File: src/rtl/moore_contour_tracer_defines.svh
// ----------------------------------------------------------------------------
// Assertion macros for the Moore contour tracer
// Concurrent checks, clocked on clk and disabled during reset (rst_n low).
// Define NO_ASSERTIONS to compile them out.
// ----------------------------------------------------------------------------
`ifndef MOORE_CONTOUR_TRACER_DEFINES_SVH
`define MOORE_CONTOUR_TRACER_DEFINES_SVH

`ifndef NO_ASSERTIONS

// antecedent implies consequent in the same cycle
`define MCT_ASSERT_SAME(label, ante, cons, msg) \
    label: assert property (@(posedge clk) disable iff (!rst_n) (ante) |-> (cons)) \
        else $error(msg);

// antecedent implies consequent in the next cycle
`define MCT_ASSERT_NEXT(label, ante, cons, msg) \
    label: assert property (@(posedge clk) disable iff (!rst_n) (ante) |=> (cons)) \
        else $error(msg);

`else

`define MCT_ASSERT_SAME(label, ante, cons, msg)
`define MCT_ASSERT_NEXT(label, ante, cons, msg)

`endif

`endif

File: src/rtl/mct_pkg.sv
// ----------------------------------------------------------------------------
// mct_pkg
// Shared types, constants and ring helpers for the Moore contour tracer.
// ----------------------------------------------------------------------------
`default_nettype none

package mct_pkg;

    localparam int COORD_W     = 8;
    localparam int FRAME_W     = 9;
    localparam int STEP_W      = 16;
    localparam int DIR_W       = 3;
    localparam int RING_SIZE   = 8;
    localparam int RING_IDX_W  = 4;
    localparam int PIX_ADDR_W  = 2 * COORD_W;
    localparam int CFG_INDEX_W = 2;
    localparam int CFG_DATA_W  = 16;

    localparam logic [FRAME_W-1:0] MAX_WIDTH        = 9'd256;
    localparam logic [FRAME_W-1:0] MAX_HEIGHT       = 9'd256;
    localparam logic [STEP_W-1:0]  STEP_LIMIT_RESET = 16'd10000;

    // command codes
    localparam logic [1:0] CMD_WRITE = 2'd0;
    localparam logic [1:0] CMD_BEGIN = 2'd1;
    localparam logic [1:0] CMD_STEP  = 2'd2;

    // config register indexes
    localparam logic [CFG_INDEX_W-1:0] CFG_FRAME_WIDTH  = 2'd0;
    localparam logic [CFG_INDEX_W-1:0] CFG_FRAME_HEIGHT = 2'd1;
    localparam logic [CFG_INDEX_W-1:0] CFG_STEP_LIMIT   = 2'd2;

    typedef struct packed {
        logic [1:0]         cmd;
        logic [COORD_W-1:0] pixel_x;
        logic [COORD_W-1:0] pixel_y;
        logic               is_foreground;
    } item_t;

    typedef struct packed {
        logic [COORD_W-1:0] point_x;
        logic [COORD_W-1:0] point_y;
        logic               start_found;
        logic               trace_done;
        logic               limit_reached;
    } result_t;

    // neighbor coordinate, modulo 512 (so -1 reads 511), plus frame check
    typedef struct packed {
        logic [FRAME_W-1:0] x;
        logic [FRAME_W-1:0] y;
        logic               in_frame;
    } nbr_t;

    // ring offsets, counter-clockwise from east, y grows downward
    function automatic logic [1:0] ring_dx(input logic [DIR_W-1:0] dir);
        case (dir)
            3'd0, 3'd1, 3'd7: ring_dx = 2'b01;
            3'd2, 3'd6:       ring_dx = 2'b00;
            default:          ring_dx = 2'b11;
        endcase
    endfunction

    function automatic logic [1:0] ring_dy(input logic [DIR_W-1:0] dir);
        case (dir)
            3'd1, 3'd2, 3'd3: ring_dy = 2'b11;
            3'd0, 3'd4:       ring_dy = 2'b00;
            default:          ring_dy = 2'b01;
        endcase
    endfunction

    // clamp a frame size register to 1..maxv
    function automatic logic [FRAME_W-1:0] eff_size(input logic [FRAME_W-1:0] v,
                                                     input logic [FRAME_W-1:0] maxv);
        if (v == '0)
            eff_size = 9'd1;
        else if (v > maxv)
            eff_size = maxv;
        else
            eff_size = v;
    endfunction

endpackage

`default_nettype wire

File: src/rtl/mct_neighbor_unit.sv
// ----------------------------------------------------------------------------
// mct_neighbor_unit
// Shared address unit: base point plus ring direction gives the neighbor
// coordinate and whether it lies inside the frame.
// ----------------------------------------------------------------------------
`default_nettype none

module mct_neighbor_unit (
    input  wire logic [mct_pkg::COORD_W-1:0] base_x,
    input  wire logic [mct_pkg::COORD_W-1:0] base_y,
    input  wire logic [mct_pkg::DIR_W-1:0]   dir,
    input  wire logic [mct_pkg::FRAME_W-1:0] width_eff,
    input  wire logic [mct_pkg::FRAME_W-1:0] height_eff,
    output mct_pkg::nbr_t                    nbr
);

    import mct_pkg::*;

    logic [1:0]         dx;
    logic [1:0]         dy;
    logic [FRAME_W-1:0] nx;
    logic [FRAME_W-1:0] ny;

    assign dx = ring_dx(dir);
    assign dy = ring_dy(dir);

    // 9-bit wrap: -1 lands on 511, which is never below the frame size
    assign nx = {1'b0, base_x} + {{(FRAME_W-2){dx[1]}}, dx};
    assign ny = {1'b0, base_y} + {{(FRAME_W-2){dy[1]}}, dy};

    assign nbr.x        = nx;
    assign nbr.y        = ny;
    assign nbr.in_frame = (nx < width_eff) && (ny < height_eff);

endmodule

`default_nettype wire

File: config.mk
export PLATFORM = sky130hd
export DESIGN_NAME = mct_neighbor_unit
export DESIGN_NICKNAME = d
export VERILOG_FILES = /design/src/rtl/moore_contour_tracer_defines.svh /design/src/rtl/mct_pkg.sv /design/src/rtl/mct_neighbor_unit.sv
export SDC_FILE = /design/constraint.sdc
export NUM_CORES = 1
export LEC_CHECK = 0
export ABC_AREA = 1
export BUFFER_PORTS_ARGS = -buffer_cell sky130_fd_sc_hd__buf_2
export CORE_MARGIN = 2
export CORE_UTILIZATION = 40
export DETAILED_ROUTE_END_ITERATION = 12
export GPL_TIMING_DRIVEN = 0
export PLACE_DENSITY = 0.65
export SETUP_SLACK_MARGIN = 0.5
export SYNTH_ARGS = -nofsm -noshare
export SYNTH_HDL_FRONTEND = slang
export SYNTH_SLANG_ARGS = --single-unit
File: constraint.sdc
create_clock -name vclk -period 6
set_input_delay 0.3 -clock vclk [all_inputs]
set_output_delay 0.3 -clock vclk [all_outputs]
set_load 0.01 [all_outputs]
==> summary.txt <==
STA
  – Fmax: 0.337 GHz
  – WHS: 0.993 ns
  – TNS Setup: 0 ns
  – RSZ-0062 raised after global routing: false
  – Final Cycle Share: 49.4%
  – Final setup violation count: 0
  – Final slew viol count: 0
  – Slew margin rel.: 73.4%
  – Minimum clock period: 2.96 ns
  – Worst-margin pin slew: about 0.39 ns
  – Final Hold Vio Count: 0

Routing
  – Number of iterations in the first detailed-routing pass: 4
  – Antenna Nets Post-Route: 0
  – Vias per Instance: ~4.5
  – DRT iter0 DRCs: 49
  – DR vias: 1449
  – Total Wirelength: 2790 um
  – DRC errors left: 0
  – DR WL/cell: 8.75 um

Synthesis
  – Syn Nets: 277
  – Multiplexer share of the synthesized area: 0%
  – Synth area leaders: ha_1, nand2_1, inv_1
  – Most numerous cell in the Yosys netlist: nand2_1
  – Synth Warn #: 0
  – Gate Count Post-Synth: 219
  – Post-synth top cells: nand2_1, inv_1, ha_1
  – Synth top area share: 20.6%
  – XOR/XNOR Fraction of Synth Area: 8.03%
  – Netlist cell types: 25
  – Post-Syn Area: around 1300 um2
  – Adder-cell area share of the yosys netlist: 20.6%
  – Top cell type by total area after synthesis: ha_1
  – Simple-gate share of the synthesized area: 41.5%
  – Compound-gate portion of the synthesized area: 13.7%
  – Seq/Total Area, Yosys: 0%
  – Largest family of logic cells by synthesized area: simple AND/OR/NAND/NOR gates
  – Avg Cell Area, Syn: 5.83 um2

Placed design
  – Port Buffers: 56
  – Cells after DPL: 319
  – Hpwl dp: 2620 um
  – GP Congestion: 0.796
  – DP Area: around 1600 um2

Final layout
  – Seq cells: 0
  – FF/Latch Area: 0 um2
  – Area grow syn2layout: 26.2%
  – Post-route design area: 1610 um2
  – Inserted Diodes: 0
  – Layout cells sized above 1: 29.8%
  – Final std cells w/o fill: 319
  – Fin nets: 335
  – Clock Buffer Count: 0

Global routing
  – Global route total overflow: 0
  – Met1 Track Usage GR: 24.1%
  – Met2 usage: between 20% and 30%
  – Busiest layer in global routing: met2
  – Initial antenna violation count: 0
  – First-pass GRT wire length: 4970 um
  – Met3 Use GR: less than 1%
  – Largest net degree at the start of global routing: 11
  – Number of global-route vias before repair: around 1300
  – GR Util All Layers: 16.8%

Die
  – Starting Density: 41.8%
  – Rows: 20
  – Die Wd: slightly above 60 um
  – Die ar.: 3660 um2
  – Core ar.: ~3000 um2
  – I/O pin total: 56
  – Die H: 60.5 um

Power and ir drop
  – Leakage: between 1 and 1.5 nW
  – PD cells: 111 nW/um2
  – Total power: 0.000179 W
  – Worst vdd ir: 0.0000499 V

Clocking
  – Post-CTS Setup Inserts: 0
  – Count of cells resized by post-cts repair: 0
  – Hold buffer count at CTS: 0

Worst setup path
  – Worst-path maximum fanout: 9
  – CP endpoint kind: output port
  – Worst EP required: 5.70 ns
  – CP Launch Type: input port
  – Crit path DAT: roughly 2.7 ns
  – Setup Crit Path Kind: input port to output port

Hold path
  – Hold Path End: nbr[1]
  – Hold path depth: 3
  – HP Start: base_y[0]
  – Worst Hold Class: input port to output port

Outcome
  – Status: finished clean

Job
  – Maxcap violations: 0
==> how the worst max path moves through the flow <==
stage / startpoint / cells after the start / to
floorplan: dir[0] / 17 / nbr[0]
global placement: dir[0] / 22 / nbr[0]
detailed placement: dir[0] / 22 / nbr[0]
CTS: dir[0] / 22 / nbr[0]
global route: dir[1] / 22 / nbr[0]
finish: dir[0] / 22 / nbr[0]
==> power by group <==
group	switching, W	total (W)	internal, W
logic	0.000104	0.000179	0.0000748
clock network	0	0	0
registers	0	0	0
total	0.000104	0.000179	0.0000748
==> metal layers <==
| metal | routed length [um] | part of all wire [%] |
|---|---|---|
| met2 | 1230 | 44 |
| met1 | 1380 | 49 |
| met5 | 0 | 0 |
| met3 | 183 | 6.6 |
| met4 | 0 | 0 |
==> layout make-up <==
type	instances	area (um2)
Tap cell	44	55.1
Buffer	1	15.0
Inverter	49	191
Fill cell	340	1440
Multi-Input combinational cell	169	1070
Timing Repair Buffer	56	280
==> critical path, stage by stage <==
cell and delay, ns:
buf_2 0.12, inv_1 0.10, nand2_4 0.09, nand2_8 0.12, xor2_1 0.22, inv_1 0.07, ha_1 0.19, inv_1 0.05
nand2_1 0.07, nand3b_1 0.10, nand2_2 0.07, nand2_1 0.09, nand2_1 0.05, nand2_1 0.06, nand2_1 0.07, ha_1 0.30
nand2_1 0.07, nor2_1 0.13, o211ai_1 0.10, o2111ai_1 0.09, nor2_1 0.06, buf_2 0.14
==> cells in the final DEF (no fill, tap or decap), drive strengths merged, types with 5 or more instances in the layout <==
cell type  synthesis  routed
a21oi              9       9
buf                1      57
ha                21      21
inv               49      49
nand2             82      82
nand3             17      17
nor2               9       9
o21ai             12      12
xnor2              5       5
xor2               5       5
==> kinds of logic (layout without fill, tap and decap cells) <==
family                   Yosys count  after routing
XOR/XNOR                          10             10
AO/OA/AOI/OAI                     28             28
buffers and inverters             50            106
AND/OR/NAND/NOR                  110            110
adder cells (fa/ha/maj)           21             21
==> stage by stage <==
stage	setup WS (ns)	utilization, %
2_1_floorplan	3.32	-
3_3_place_gp	3.02	52.8
3_5_place_dp	2.99	52.8
4_1_cts	2.99	52.8
5_1_grt	2.65	52.8
6_report	3.04	52.8
(Power assumes the default switching activity.)
